**src/hw/rtl/sss_pkg.sv**
```systemverilog
// Shared types, constants and the segment decode of the seven-segment text scanner.
package sss_pkg;

  localparam int NUM_DIGITS_DEF = 3;

  localparam int KIND_W   = 2;
  localparam int BYTE_W   = 8;
  localparam int SEG_W    = 7;
  localparam int DSEL_W   = 3;
  localparam int STATUS_W = 2;
  localparam int CODE_W   = 4;
  localparam int DWELL_W  = 16;
  localparam int CFG_IDX_W  = 2;
  localparam int CFG_DATA_W = 16;

  // item kinds
  localparam logic [KIND_W-1:0] KIND_TICK = 2'd0;
  localparam logic [KIND_W-1:0] KIND_BYTE = 2'd1;
  localparam logic [KIND_W-1:0] KIND_END  = 2'd2;

  // commit status codes
  localparam logic [STATUS_W-1:0] STATUS_NONE   = 2'd0;
  localparam logic [STATUS_W-1:0] STATUS_COMMIT = 2'd1;
  localparam logic [STATUS_W-1:0] STATUS_REJECT = 2'd2;

  // configuration register indexes
  localparam logic [CFG_IDX_W-1:0] REG_DWELL_TICKS    = 2'd0;
  localparam logic [CFG_IDX_W-1:0] REG_DISPLAY_ENABLE = 2'd1;

  localparam logic [DWELL_W-1:0] DWELL_RESET = 16'd500;
  localparam logic [CODE_W-1:0]  BLANK_CODE  = 4'd10;

  localparam logic [BYTE_W-1:0] CHAR_NL  = 8'h0A;
  localparam logic [BYTE_W-1:0] CHAR_SP  = 8'h20;
  localparam logic [BYTE_W-1:0] CHAR_DOT = 8'h2E;

  typedef struct packed {
    logic              fire;
    logic [KIND_W-1:0] kind;
    logic [BYTE_W-1:0] text_byte;
  } step_t;

  // segments a..g, a in bit 6
  function automatic logic [SEG_W-1:0] seg_decode(input logic [CODE_W-1:0] code);
    logic [SEG_W-1:0] seg;
    case (code)
      4'd0:    seg = 7'h7E;
      4'd1:    seg = 7'h30;
      4'd2:    seg = 7'h6D;
      4'd3:    seg = 7'h79;
      4'd4:    seg = 7'h33;
      4'd5:    seg = 7'h5B;
      4'd6:    seg = 7'h5F;
      4'd7:    seg = 7'h70;
      4'd8:    seg = 7'h7F;
      4'd9:    seg = 7'h7B;
      default: seg = 7'h00;
    endcase
    return seg;
  endfunction

endpackage

```
**src/hw/rtl/sss_in_if.sv**
```systemverilog
// Input channel: valid/ready word carrying kind and text byte.
interface sss_in_if;
  logic                       valid;
  logic                       ready;
  logic [sss_pkg::KIND_W-1:0] kind;
  logic [sss_pkg::BYTE_W-1:0] text_byte;

  modport source (output valid, output kind, output text_byte, input ready);
  modport sink   (input valid, input kind, input text_byte, output ready);
endinterface

```
**src/hw/rtl/sss_out_if.sv**
```systemverilog
// Result channel: valid/ready word carrying the display drive and commit status.
interface sss_out_if;
  logic                         valid;
  logic                         ready;
  logic [sss_pkg::SEG_W-1:0]    segments;
  logic [sss_pkg::DSEL_W-1:0]   digit_select;
  logic                         point;
  logic [sss_pkg::STATUS_W-1:0] commit_status;

  modport source (output valid, output segments, output digit_select, output point,
                  output commit_status, input ready);
  modport sink   (input valid, input segments, input digit_select, input point,
                  input commit_status, output ready);
endinterface

```
**src/hw/rtl/sss_cfg_if.sv**
```systemverilog
// Configuration write channel: valid/ready word carrying register index and data.
interface sss_cfg_if;
  logic                           valid;
  logic                           ready;
  logic [sss_pkg::CFG_IDX_W-1:0]  index;
  logic [sss_pkg::CFG_DATA_W-1:0] data;

  modport source (output valid, output index, output data, input ready);
  modport sink   (input valid, input index, input data, output ready);
endinterface

```
**src/hw/rtl/sss_text.sv**
```systemverilog
// Text staging, validation and commit of the shown digit codes and points.
module sss_text #(
  parameter int NUM_DIGITS = sss_pkg::NUM_DIGITS_DEF
) (
  input  logic                         clk,
  input  logic                         rst_n,
  input  sss_pkg::step_t               step,
  output logic [sss_pkg::CODE_W-1:0]   shown_codes_nxt [NUM_DIGITS],
  output logic                         shown_pts_nxt   [NUM_DIGITS],
  output logic [sss_pkg::STATUS_W-1:0] status_nxt
);

  localparam int FW = $clog2(NUM_DIGITS + 1);

  logic [sss_pkg::CODE_W-1:0] shown_codes_r [NUM_DIGITS];
  logic                       shown_pts_r   [NUM_DIGITS];
  logic [sss_pkg::CODE_W-1:0] stg_codes_r   [NUM_DIGITS];
  logic [sss_pkg::CODE_W-1:0] stg_codes_nxt [NUM_DIGITS];
  logic                       stg_pts_r     [NUM_DIGITS];
  logic                       stg_pts_nxt   [NUM_DIGITS];
  logic [FW-1:0]              fill_r, fill_nxt;
  logic                       reject_r, reject_nxt;

  logic is_digit, is_letter, prev_pt, full;
  logic [sss_pkg::BYTE_W-1:0] b;

  assign b         = step.text_byte;
  assign is_digit  = (b >= 8'h30) && (b <= 8'h39);
  assign is_letter = ((b >= 8'h41) && (b <= 8'h5A)) || ((b >= 8'h61) && (b <= 8'h7A)) ||
                     (b == sss_pkg::CHAR_SP);
  assign full      = (fill_r == FW'(NUM_DIGITS));

  always_comb begin
    prev_pt = 1'b0;
    for (int i = 0; i < NUM_DIGITS; i++) begin
      if (int'(fill_r) == i + 1) prev_pt = stg_pts_r[i];
    end
  end

  always_comb begin
    stg_codes_nxt   = stg_codes_r;
    stg_pts_nxt     = stg_pts_r;
    shown_codes_nxt = shown_codes_r;
    shown_pts_nxt   = shown_pts_r;
    fill_nxt        = fill_r;
    reject_nxt      = reject_r;
    status_nxt      = sss_pkg::STATUS_NONE;
    if (step.fire) begin
      case (step.kind)
        sss_pkg::KIND_BYTE: begin
          if (!reject_r) begin
            if (full) begin
              reject_nxt = 1'b1;
            end else if (b == sss_pkg::CHAR_NL) begin
              // skip newline
            end else if (is_digit || is_letter) begin
              for (int i = 0; i < NUM_DIGITS; i++) begin
                if (int'(fill_r) == i) begin
                  stg_codes_nxt[i] = is_digit ? b[3:0] : sss_pkg::BLANK_CODE;
                  stg_pts_nxt[i]   = 1'b0;
                end
              end
              fill_nxt = fill_r + FW'(1);
            end else if (b == sss_pkg::CHAR_DOT) begin
              if ((fill_r != '0) && !prev_pt) begin
                for (int i = 0; i < NUM_DIGITS; i++) begin
                  if (int'(fill_r) == i + 1) stg_pts_nxt[i] = 1'b1;
                end
              end else begin
                // dot alone takes a blank position of its own
                for (int i = 0; i < NUM_DIGITS; i++) begin
                  if (int'(fill_r) == i) begin
                    stg_codes_nxt[i] = sss_pkg::BLANK_CODE;
                    stg_pts_nxt[i]   = 1'b1;
                  end
                end
                fill_nxt = fill_r + FW'(1);
              end
            end else begin
              reject_nxt = 1'b1;
            end
          end
        end
        sss_pkg::KIND_END: begin
          if (reject_r) begin
            status_nxt = sss_pkg::STATUS_REJECT;
          end else begin
            shown_codes_nxt = stg_codes_r;
            shown_pts_nxt   = stg_pts_r;
            status_nxt      = sss_pkg::STATUS_COMMIT;
          end
          for (int i = 0; i < NUM_DIGITS; i++) begin
            stg_codes_nxt[i] = sss_pkg::BLANK_CODE;
            stg_pts_nxt[i]   = 1'b0;
          end
          fill_nxt   = '0;
          reject_nxt = 1'b0;
        end
        default: begin
        end
      endcase
    end
  end

  always_ff @(posedge clk) begin
    if (!rst_n) begin
      for (int i = 0; i < NUM_DIGITS; i++) begin
        shown_codes_r[i] <= sss_pkg::BLANK_CODE;
        shown_pts_r[i]   <= 1'b0;
        stg_codes_r[i]   <= sss_pkg::BLANK_CODE;
        stg_pts_r[i]     <= 1'b0;
      end
      fill_r   <= '0;
      reject_r <= 1'b0;
    end else begin
      shown_codes_r <= shown_codes_nxt;
      shown_pts_r   <= shown_pts_nxt;
      stg_codes_r   <= stg_codes_nxt;
      stg_pts_r     <= stg_pts_nxt;
      fill_r        <= fill_nxt;
      reject_r      <= reject_nxt;
    end
  end

endmodule

```
**src/hw/rtl/sss_scan.sv**
```systemverilog
// Dwell counter and digit scan position.
module sss_scan #(
  parameter int NUM_DIGITS = sss_pkg::NUM_DIGITS_DEF,
  parameter int SW         = (NUM_DIGITS > 1) ? $clog2(NUM_DIGITS) : 1
) (
  input  logic                        clk,
  input  logic                        rst_n,
  input  sss_pkg::step_t              step,
  input  logic [sss_pkg::DWELL_W-1:0] dwell_ticks,
  input  logic                        display_enable,
  output logic [SW-1:0]               scan_nxt
);

  logic [sss_pkg::DWELL_W-1:0] count_r, count_nxt, count_inc, limit;
  logic [SW-1:0]               scan_r;

  assign limit     = (dwell_ticks == '0) ? sss_pkg::DWELL_W'(1) : dwell_ticks;
  assign count_inc = count_r + sss_pkg::DWELL_W'(1);

  always_comb begin
    count_nxt = count_r;
    scan_nxt  = scan_r;
    if (step.fire && (step.kind == sss_pkg::KIND_TICK) && display_enable) begin
      count_nxt = count_inc;
      if (count_inc >= limit) begin
        // advance to the next digit, wrap after the last
        count_nxt = '0;
        scan_nxt  = (scan_r == SW'(NUM_DIGITS - 1)) ? '0 : scan_r + SW'(1);
      end
    end
  end

  always_ff @(posedge clk) begin
    if (!rst_n) begin
      count_r <= '0;
      scan_r  <= '0;
    end else begin
      count_r <= count_nxt;
      scan_r  <= scan_nxt;
    end
  end

endmodule

```
**src/hw/rtl/seven_segment_text_scanner.sv**
```systemverilog
// Top level of the seven-segment text scanner: config registers, pipeline and output decode.
//
// Drives a multiplexed seven-segment display from a stream of words on in_ch.
// Each word is a tick, a text byte (value string sent last byte first) or an
// end mark that commits the staged string or reports its rejection.
// Every accepted input word yields exactly one result word on out_ch: the
// segments, digit select (one-hot, all zero while the display is disabled)
// and point of the lit digit after that word, plus the commit status.
// Each word passes an input register and then a result register, from which
// its result is offered on out_ch. One word is taken every cycle while out_ch
// drains.
// When the receiver holds out_ready low, the result register holds its word,
// the input register fills, and in_ready drops until the result is taken.
// Configuration writes on cfg_ch (dwell ticks, display enable) are always
// ready and take effect at once; write them while no words are in flight.
// Synchronous reset blanks all digits, clears staging and the scan, sets the
// dwell to 500 ticks and disables the display.
module seven_segment_text_scanner #(
  parameter int NUM_DIGITS = sss_pkg::NUM_DIGITS_DEF
) (
  input logic  clk,
  input logic  rst_n,
  sss_in_if.sink    in_ch,
  sss_out_if.source out_ch,
  sss_cfg_if.sink   cfg_ch
);

  localparam int SW = (NUM_DIGITS > 1) ? $clog2(NUM_DIGITS) : 1;

  logic [sss_pkg::DWELL_W-1:0] dwell_ticks_r;
  logic                        display_enable_r;

  logic                        in_valid_r;
  logic [sss_pkg::KIND_W-1:0]  kind_r;
  logic [sss_pkg::BYTE_W-1:0]  byte_r;
  logic                        out_valid_r;
  logic [sss_pkg::SEG_W-1:0]   seg_r, seg_nxt;
  logic [sss_pkg::DSEL_W-1:0]  dsel_r, dsel_nxt;
  logic                        point_r, point_nxt;
  logic [sss_pkg::STATUS_W-1:0] status_r, status_nxt;

  logic                        advance;
  sss_pkg::step_t              step;
  logic [sss_pkg::CODE_W-1:0]  shown_codes_nxt [NUM_DIGITS];
  logic                        shown_pts_nxt   [NUM_DIGITS];
  logic [SW-1:0]               scan_nxt;

  assign cfg_ch.ready = 1'b1;

  always_ff @(posedge clk) begin
    if (!rst_n) begin
      dwell_ticks_r    <= sss_pkg::DWELL_RESET;
      display_enable_r <= 1'b0;
    end else if (cfg_ch.valid) begin
      case (cfg_ch.index)
        sss_pkg::REG_DWELL_TICKS:    dwell_ticks_r    <= cfg_ch.data[sss_pkg::DWELL_W-1:0];
        sss_pkg::REG_DISPLAY_ENABLE: display_enable_r <= cfg_ch.data[0];
        default: begin
        end
      endcase
    end
  end

  // the result register frees when empty or taken this cycle
  assign advance     = !out_valid_r || out_ch.ready;
  assign in_ch.ready = !in_valid_r || advance;

  assign step.fire      = in_valid_r && advance;
  assign step.kind      = kind_r;
  assign step.text_byte = byte_r;

  sss_text #(.NUM_DIGITS(NUM_DIGITS)) u_text (
    .clk             (clk),
    .rst_n           (rst_n),
    .step            (step),
    .shown_codes_nxt (shown_codes_nxt),
    .shown_pts_nxt   (shown_pts_nxt),
    .status_nxt      (status_nxt)
  );

  sss_scan #(.NUM_DIGITS(NUM_DIGITS), .SW(SW)) u_scan (
    .clk            (clk),
    .rst_n          (rst_n),
    .step           (step),
    .dwell_ticks    (dwell_ticks_r),
    .display_enable (display_enable_r),
    .scan_nxt       (scan_nxt)
  );

  always_comb begin
    seg_nxt   = '0;
    dsel_nxt  = '0;
    point_nxt = 1'b0;
    if (display_enable_r) begin
      seg_nxt   = sss_pkg::seg_decode(shown_codes_nxt[scan_nxt]);
      point_nxt = shown_pts_nxt[scan_nxt];
      for (int i = 0; i < sss_pkg::DSEL_W; i++) begin
        dsel_nxt[i] = (int'(scan_nxt) == i);
      end
    end
  end

  always_ff @(posedge clk) begin
    if (!rst_n) begin
      in_valid_r  <= 1'b0;
      out_valid_r <= 1'b0;
    end else begin
      if (in_ch.ready) in_valid_r <= in_ch.valid;
      if (advance) out_valid_r <= in_valid_r;
    end
    if (in_ch.valid && in_ch.ready) begin
      kind_r <= in_ch.kind;
      byte_r <= in_ch.text_byte;
    end
    if (step.fire) begin
      seg_r    <= seg_nxt;
      dsel_r   <= dsel_nxt;
      point_r  <= point_nxt;
      status_r <= status_nxt;
    end
  end

  assign out_ch.valid         = out_valid_r;
  assign out_ch.segments      = seg_r;
  assign out_ch.digit_select  = dsel_r;
  assign out_ch.point         = point_r;
  assign out_ch.commit_status = status_r;

endmodule
```
**src/flat_wrapper.sv**
```systemverilog
// flat-port wrapper written by rule: the top's interface ports become plain ports
module seven_segment_text_scanner_flat 
#(
  parameter int NUM_DIGITS = sss_pkg::NUM_DIGITS_DEF
)
  (clk, rst_n, in_ch_valid, in_ch_kind, in_ch_text_byte, in_ch_ready, out_ch_valid, out_ch_segments, out_ch_digit_select, out_ch_point, out_ch_commit_status, out_ch_ready, cfg_ch_valid, cfg_ch_index, cfg_ch_data, cfg_ch_ready);
  sss_in_if in_ch_i ();
  sss_out_if out_ch_i ();
  sss_cfg_if cfg_ch_i ();
  input logic clk;
  input logic rst_n;
  input wire logic [$bits(in_ch_i.valid)-1:0] in_ch_valid;
  input wire logic [$bits(in_ch_i.kind)-1:0] in_ch_kind;
  input wire logic [$bits(in_ch_i.text_byte)-1:0] in_ch_text_byte;
  output wire logic [$bits(in_ch_i.ready)-1:0] in_ch_ready;
  output wire logic [$bits(out_ch_i.valid)-1:0] out_ch_valid;
  output wire logic [$bits(out_ch_i.segments)-1:0] out_ch_segments;
  output wire logic [$bits(out_ch_i.digit_select)-1:0] out_ch_digit_select;
  output wire logic [$bits(out_ch_i.point)-1:0] out_ch_point;
  output wire logic [$bits(out_ch_i.commit_status)-1:0] out_ch_commit_status;
  input wire logic [$bits(out_ch_i.ready)-1:0] out_ch_ready;
  input wire logic [$bits(cfg_ch_i.valid)-1:0] cfg_ch_valid;
  input wire logic [$bits(cfg_ch_i.index)-1:0] cfg_ch_index;
  input wire logic [$bits(cfg_ch_i.data)-1:0] cfg_ch_data;
  output wire logic [$bits(cfg_ch_i.ready)-1:0] cfg_ch_ready;
  assign in_ch_i.valid = in_ch_valid;
  assign in_ch_i.kind = in_ch_kind;
  assign in_ch_i.text_byte = in_ch_text_byte;
  assign in_ch_ready = in_ch_i.ready;
  assign out_ch_valid = out_ch_i.valid;
  assign out_ch_segments = out_ch_i.segments;
  assign out_ch_digit_select = out_ch_i.digit_select;
  assign out_ch_point = out_ch_i.point;
  assign out_ch_commit_status = out_ch_i.commit_status;
  assign out_ch_i.ready = out_ch_ready;
  assign cfg_ch_i.valid = cfg_ch_valid;
  assign cfg_ch_i.index = cfg_ch_index;
  assign cfg_ch_i.data = cfg_ch_data;
  assign cfg_ch_ready = cfg_ch_i.ready;
  seven_segment_text_scanner #(.NUM_DIGITS(NUM_DIGITS)) u_core (.clk(clk), .rst_n(rst_n), .in_ch(in_ch_i), .out_ch(out_ch_i), .cfg_ch(cfg_ch_i));
endmodule
```
**config.mk**
```make
export PLATFORM = sky130hd
export DESIGN_NAME = seven_segment_text_scanner_flat
export DESIGN_NICKNAME = d
export VERILOG_FILES = /design/src/hw/rtl/sss_pkg.sv /design/src/hw/rtl/sss_in_if.sv /design/src/hw/rtl/sss_out_if.sv /design/src/hw/rtl/sss_cfg_if.sv /design/src/hw/rtl/sss_text.sv /design/src/hw/rtl/sss_scan.sv /design/src/hw/rtl/seven_segment_text_scanner.sv /design/src/flat_wrapper.sv
export SDC_FILE = /design/constraint.sdc
export NUM_CORES = 1
export LEC_CHECK = 0
export ABC_AREA = 1
export BUFFER_PORTS_ARGS = -buffer_cell sky130_fd_sc_hd__buf_2
export CORE_UTILIZATION = 54
export DETAILED_ROUTE_END_ITERATION = 6
export MAX_ROUTING_LAYER = met4
export PLACE_DENSITY = 0.76
export SYNTH_ARGS = -nofsm -noshare
export SYNTH_HDL_FRONTEND = slang
export SYNTH_HIERARCHICAL = 1
export SYNTH_SLANG_ARGS = --single-unit
```
**constraint.sdc**
```tcl
create_clock -name clk -period 3.6 [get_ports clk]
set_input_delay 0.18 -clock clk [delete_from_list [all_inputs] [get_ports clk]]
set_output_delay 0.18 -clock clk [all_outputs]
set_load 0.01 [all_outputs]
```
=== Word-level counts from Yosys, hierarchy flattened ===
Memories as Yosys holds them, arrays and structs flattened. A register that Yosys moved wholly into a read port is not among the register bits.
Cells that the tools add are included.

* Latch bits: 0
* ROM bits: 112
* Input bits: 33
* Bits in registers: 86
* Word-level logic and storage cells: 162
* Memories kept: 1
* Output and inout bits: 16
* Bits in writable memories: 0

* Shift operators: 0
* Equality and inequality tests: 28
* Reductions and logical operators: 34
* Order comparisons: 8
* Add/sub/neg operators: 3
* Div/mod/pow operators: 0
* Multiply operators: 0
* Muxes and demuxes: 62
* Bitwise gates (word level): 1

{| class="wikitable"
|+ Memories
! name !! words !! width !! rd ports !! clocked after memory_dff !! wr ports !! line !! RTL
|-
| (name not given) || 16 || 7 || 1 || 1 || 0 || sss_pkg.sv:46 || <nowiki>case (code)</nowiki>
|}

{| class="wikitable"
|+ Operator list
! operator !! number
|-
| $mux 12 || 9
|-
| $reduce_and 9->1 || 5
|-
| $mux 4 || 9
|-
| $mux 16 || 2
|-
| $mux 3 || 9
|-
| $pmux 12 s2 || 1
|-
| $mux 2 || 10
|-
| $ne 4x4->1 const B || 5
|-
| $ne 3x3->1 const B || 6
|-
| $mux 1 || 17
|-
| $add 16x1->16 const B || 1
|-
| $eq 8x6->1 const B || 2
|-
| $ge 16x16->1 || 1
|-
| $ge 8x7->1 const B || 2
|-
| $le 8x7->1 const B || 2
|-
| $logic_not 16->1 || 1
|-
| $eq 2x2->1 const B || 7
|-
| $bmux 4 s2 || 1
|-
| $eq 8x4->1 const B || 1
|-
| $ge 8x6->1 const B || 1
|-
| $le 8x6->1 const B || 1
|-
| $logic_and 1x1->1 || 8
|-
| $logic_not 2->1 || 4
|-
| $ne 2x2->1 const B || 4
|-
| 14 further kinds || 27
|}

=== Longest topological paths before layout ===
* Word-level depth: 13
* Mapped depth: 30
* Depth with buffers taken out: 30

=== Modules after synthesis ===
Netlist, hierarchy kept.

{| class="wikitable"
|+ Modules (own cells, without submodules)
! module !! instances !! sequential area each (um2) !! cells an instance !! area an instance (um2)
|-
| sss_text || 1 || 660.6 || 309 || 1986.9
|-
| seven_segment_text_scanner || 1 || 1071.0 || 185 || 1774.2
|-
| sss_scan || 1 || 360.3 || 256 || 1659.1
|}

=== Worst setup path before layout ===
Ideal clock, no wire load.

* Path kind: register to register
* Start: register u_core/u_scan/count_r[0] (netlist bit)
* End: register u_core.seg_r (netlist bit u_core/out_ch.segments[3]) (data pin)
* Stages on the path, launching flop included: 28
* Slack: -0.132 ns
* Clock period less this slack: 3.732 ns
* Buffers on the path: 0
* Arrival: 3.474 ns
* Cell sequence: dfxtp_1 ha_1 nand2_1 nor2_4 nand2_2 nor2_4 xnor2_1 inv_1 ha_1 nand2_1 inv_1 nand2_1 a21oi_1 nor2_4 nand2_2 nand2_1 nand2_1 nand2_1 inv_1 inv_2 nand2_1 nor2_1 a221oi_1 ha_1 nand2_1 inv_1 nor2_1 nor2_1

* Cells in the longest elaborated chain, start to end: 8

{| class="wikitable"
|+ RTL lines
! what !! line !! RTL
|-
| start, declared || sss_scan.sv:14 || <nowiki>logic [sss_pkg::DWELL_W-1:0] count_r, count_nxt, count_inc, limit;</nowiki>
|-
| start signal, assigned || sss_scan.sv:38 || <nowiki>count_r <= count_nxt;</nowiki>
|-
| $add 16x1->16 || sss_scan.sv:18 || <nowiki>assign count_inc = count_r + sss_pkg::DWELL_W'(1);</nowiki>
|-
| $ge 16x16->1 || sss_scan.sv:25 || <nowiki>if (count_inc >= limit) begin</nowiki>
|-
| $mux 2 || sss_scan.sv:25 ||
|-
| $mux 2 || sss_scan.sv:23 || <nowiki>if (step.fire && (step.kind == sss_pkg::KIND_TICK) && display_enable) begin</nowiki>
|-
| via u_core.scan_nxt[0] || seven_segment_text_scanner.sv:46 || <nowiki>logic [SW-1:0] scan_nxt;</nowiki>
|-
| $not 2->3 (implied by the code) || seven_segment_text_scanner.sv:95 || <nowiki>seg_nxt = sss_pkg::seg_decode(shown_codes_nxt[scan_nxt]);</nowiki>
|-
| $bmux 4 s2 || seven_segment_text_scanner.sv:95 ||
|-
| $mux 4 (implied by the code) (2 in a row) || seven_segment_text_scanner.sv:95 ||
|-
| end, declared || seven_segment_text_scanner.sv:37 || <nowiki>logic [sss_pkg::SEG_W-1:0] seg_r, seg_nxt;</nowiki>
|}

The timed path passes the listed nets, and every way through them passes these cells. The select of a mux whose other input is x is not followed.
A chain may end at the register's enable or synchronous reset.

=== Worst setup path after layout ===
* Start: register u_core/u_scan/count_r[1] (netlist bit)
* End: register u_core.seg_r (netlist bit u_core/out_ch.segments[1]) (data pin)

The elaborated chain is that of the path after synthesis.

==> impl_summary.log <==
[metrics] grt ovf: 0
[metrics] average instance area after synthesis: 7.23 um2
[metrics] clock transition at the register clock pins on the worst setup and hold paths after CTS: 100 ps
[metrics] nets: 896
[metrics] first drt pass iteration count: 5
[metrics] Worst Hold Launch: cfg_ch_data[8]
[metrics] Vias: 4943
[metrics] H-tree levels: 3
[metrics] critical path data arrival time: 3700 ps
[metrics] primary flip-flop cell chosen by synthesis mapping: sky130_fd_sc_hd__dfxtp_1
[metrics] Syn Nets: 812
[metrics] run status: finished clean
[metrics] grt met3 use: 3.90%
[metrics] GP Congestion: 0.947
[metrics] floorplan row count: 36
[metrics] total number of yosys warnings: 6
[metrics] post-synth design cell area: 5420 um2
[metrics] Clk Latency, worst-skew pair: 370 ps
[metrics] antenna diode count: 0
[metrics] Die Ht: 102 um
[metrics] achievable frequency: 279 MHz
[metrics] element type at the critical path start: register
[metrics] Peak VDD IR: 0.000260 V
[metrics] Final Hold Viols: 0
[metrics] Slew HR: 49.7%
[metrics] Final Max Slew Viols: 0
[metrics] Bufs on Longest Clock Path: 2
[metrics] worst hold slack after final layout: 17.2 ps
[metrics] time the final worst path needs with I/O delays and setup: 3580 ps
[metrics] reported leakage power: 3.20 nW
[metrics] share of the clock period used by the worst path after layout: 99.4%
[metrics] final design instance area without fill: 6470 um2
[metrics] number of vias per cell after detailed routing: 5.09
[metrics] launching instance or port of the critical path: u_core/u_scan/count_r[1]$_SDFFE_PN0P_
[metrics] GR Util All Layers: 25.2%
[metrics] Clock Root Buffer: sky130_fd_sc_hd__clkbuf_8
[metrics] origin of the critical flop-to-flop path: u_core/u_scan/count_r[1]$_SDFFE_PN0P_
[metrics] antenna viol nets, final: 0
[metrics] Layout fillers: 823
[metrics] vias in the first global route: 4471
[metrics] iteration-0 DRC count of the detailed router: 285
[metrics] final setup vio count: 0
[metrics] Hold/Removal Path Class: primary input to register
[metrics] total core area: 9730 um2
[metrics] RSZ-0062 raised after global routing: true
[metrics] count of pins on the block boundary: 49
[metrics] number of enable flip-flop cells after synthesis: 23
[metrics] critical path peak fanout: 5
[metrics] setup TNS: 0 ps
[metrics] grt met2 use: 41.7%
[metrics] area of the die: 10400 um2
[metrics] DRC viols: 0
[metrics] power density over the cells: 329 nW/um2
[metrics] utilization of the core after routing: 66.6%
[metrics] Distinct cells, synth: 42
[metrics] transition at the pin with the smallest max-transition slack: 754 ps
[metrics] CTS Sinks: 93
[metrics] Setup Crit Path Kind: register to register
[metrics] count of input and output buffers: 47
[metrics] synthesized netlist cell count: 750
[metrics] count of max-cap constraint violations: 0
[metrics] Total Routed Length: 12600 um
[metrics] fraction of the yosys area taken by sequential cells: 38.6%
[metrics] async set-or-reset flop fraction in the synthesized netlist: 0%
[metrics] Syn-to-layout area delta: 19.5%
[metrics] register cell area after layout: 2100 um2
[metrics] Crit. End Element: register
[metrics] CP required: 3720 ps
[metrics] initial standard-cell utilization of the core: 55.7%
[metrics] most frequent cells in the layout: sky130_fd_sc_hd__nand2_1 (172), sky130_fd_sc_hd__inv_1 (104), sky130_fd_sc_hd__nor2_1 (97)
[metrics] global-route wire length before repair: 19900 um
[metrics] multi-input gate area in the final layout: 3000 um2
[metrics] Layout Skew: 5.43 ps
[metrics] maximum number of pins on one net before global-route repair: 45
[metrics] overall power: 0.00213 W
[metrics] number of CTS-inserted buffers: 9
[metrics] CTS tree: done
[metrics] Horiz. Die Dim: 102 um
[metrics] number of register bits inferred by synthesis: 93
[metrics] HPWL after detailed placement: 8900 um
[metrics] area post-placement: 5910 um2
[metrics] global routing's busiest layer: met2
[metrics] most frequent standard cell in the layout excluding fill and tap cells: sky130_fd_sc_hd__nand2_1
[metrics] GRT met1 Usage: 32.0%
[metrics] wire length per cell: 12.9 um
[metrics] fraction of layout cells with a size suffix above 1: 24.6%
[metrics] number of antenna violations at the first check in global routing: 0
==> sequential cells by signal (all words and copies together) (netlist names), 3 cells and up <==
register,flops
u_core/dwell_ticks_r,16
u_core/out_ch.segments,7
u_core/out_ch.digit_select,3
u_core/u_text/shown_pts_r,3
u_core/u_text/stg_codes_r,12
u_core/u_text/stg_pts_r,3
u_core/u_text/shown_codes_r,12
u_core/u_scan/count_r,16
u_core/byte_r,8
==> cell families (layout without fill, tap and decap cells) <==
| kind of cell | count (synthesis) | count (layout) | synth area share [%] |
|---|---|---|---|
| simple gates | 424 | 424 | 37.2 |
| buf+inv | 130 | 219 | 9.40 |
| flops | 93 | 93 | 38.6 |
| compound gates | 64 | 64 | 6.49 |
| fa+ha+maj | 29 | 29 | 6.69 |
| xor+xnor | 9 | 9 | 1.59 |
| other cells | 1 | 1 | 0.0692 |
==> area by class of cell <==
cell class	instances	area share, %
clock inverters	7	1.14
multi-input cells	527	46.4
repair buffers	86	8.54
inverters	117	6.98
well taps	133	2.57
clock buffers	9	1.91
flip-flops and latches	93	32.5
==> Yosys cell counts (2+ instances only) <==
library cell | instances | share of area, %
sky130_fd_sc_hd__nand4_1 | 13 | 1.5
sky130_fd_sc_hd__nand2_4 | 4 | 0.83
sky130_fd_sc_hd__nand2_1 | 182 | 13
sky130_fd_sc_hd__dfxtp_1 | 70 | 26
sky130_fd_sc_hd__or2_2 | 9 | 1.0
sky130_fd_sc_hd__ha_1 | 29 | 6.7
sky130_fd_sc_hd__inv_1 | 108 | 7.5
sky130_fd_sc_hd__nand2_2 | 14 | 1.6
sky130_fd_sc_hd__and2_1 | 7 | 0.81
sky130_fd_sc_hd__buf_2 | 4 | 0.37
sky130_fd_sc_hd__nor3_1 | 7 | 0.65
sky130_fd_sc_hd__a21oi_2 | 2 | 0.32
sky130_fd_sc_hd__inv_2 | 9 | 0.62
sky130_fd_sc_hd__nand3_2 | 6 | 1.1
sky130_fd_sc_hd__clkbuf_1 | 6 | 0.42
sky130_fd_sc_hd__nor3_4 | 3 | 0.90
sky130_fd_sc_hd__xnor2_1 | 2 | 0.32
sky130_fd_sc_hd__o21ai_0 | 24 | 2.2
sky130_fd_sc_hd__o21ai_2 | 2 | 0.32
sky130_fd_sc_hd__nand3_1 | 49 | 4.5
sky130_fd_sc_hd__xor2_1 | 6 | 0.97
sky130_fd_sc_hd__nor2_2 | 9 | 1.0
sky130_fd_sc_hd__nor2_4 | 8 | 1.7
sky130_fd_sc_hd__nor3_2 | 3 | 0.55
sky130_fd_sc_hd__nor2_1 | 102 | 7.1
sky130_fd_sc_hd__nor4_1 | 4 | 0.46
sky130_fd_sc_hd__a21oi_1 | 31 | 2.9
sky130_fd_sc_hd__edfxtp_1 | 23 | 13
==> routing by layer <==
layer	wire length, um	vias up
met5	0	-
met2	6000	114
met4	169	0
li1	-	2529
met3	535	15
met1	5850	2285
==> worst max-delay path, cell delays in order, from the launching register on <==
cell and delay, ps:
sky130_fd_sc_hd__dfxtp_4 390, sky130_fd_sc_hd__ha_4 160, sky130_fd_sc_hd__nand2_4 60, sky130_fd_sc_hd__nor2_4 120, sky130_fd_sc_hd__nand2_2 90, sky130_fd_sc_hd__nor2_4 170
sky130_fd_sc_hd__nand2_1 70, sky130_fd_sc_hd__nand2_1 80, sky130_fd_sc_hd__nand2_2 80, sky130_fd_sc_hd__ha_4 270, sky130_fd_sc_hd__nand4_1 160, sky130_fd_sc_hd__a21oi_2 210
sky130_fd_sc_hd__nor2_4 70, sky130_fd_sc_hd__nand2_4 110, sky130_fd_sc_hd__nand2_4 70, sky130_fd_sc_hd__nand2_2 90, sky130_fd_sc_hd__nand2_2 80, sky130_fd_sc_hd__inv_4 90
sky130_fd_sc_hd__buf_4 110, sky130_fd_sc_hd__nand3_1 120, sky130_fd_sc_hd__nand2_1 110, sky130_fd_sc_hd__nor2_2 40, sky130_fd_sc_hd__buf_4 140, sky130_fd_sc_hd__ha_1 210
sky130_fd_sc_hd__inv_1 60, sky130_fd_sc_hd__nand2_1 60, sky130_fd_sc_hd__nand3_2 70, sky130_fd_sc_hd__a21oi_2 50
==> metrics by stage <==
stage | instances | setup slack, ps
after CTS | 965 | 0.702
after global placement | 937 | 86.2
after floorplan | 750 | 39.0
final | 972 | 20.1
after global routing | 972 | -188
after detailed placement | 937 | -173
==> report_power, final <==
| part | switching [W] | internal [W] |
|---|---|---|
| clock network | 0.000394 | 0.000325 |
| registers | 0.0000268 | 0.00111 |
| logic | 0.000171 | 0.000104 |
==> what timing repair did <==
item,4_1_cts,5_1_grt
setup endpoints to repair,6,7
gates resized for setup,9,49
buffers inserted,2,7
endpoints found under the hold margin,10,0
hold buffers,10,0
pin swaps,2,26
==> final timing paths <==
| kind | to | slack [ps] | cells past startpoint |
|---|---|---|---|
| setup / recovery | u_core/out_ch.segments[1]$_SDFFCE_PN0P_ | 20 | 27 |
| hold / removal | u_core/dwell_ticks_r[8]$_SDFFE_PN1P_ | 20 | 3 |
| setup reg to reg | u_core/out_ch.segments[1]$_SDFFCE_PN0P_ | 20 | 27 |
| hold reg to reg | u_core/u_text/stg_codes_r[1]$_SDFFE_PN1P_ | 470 | 2 |
No activity file was read; power rests on OpenSTA's default activity.
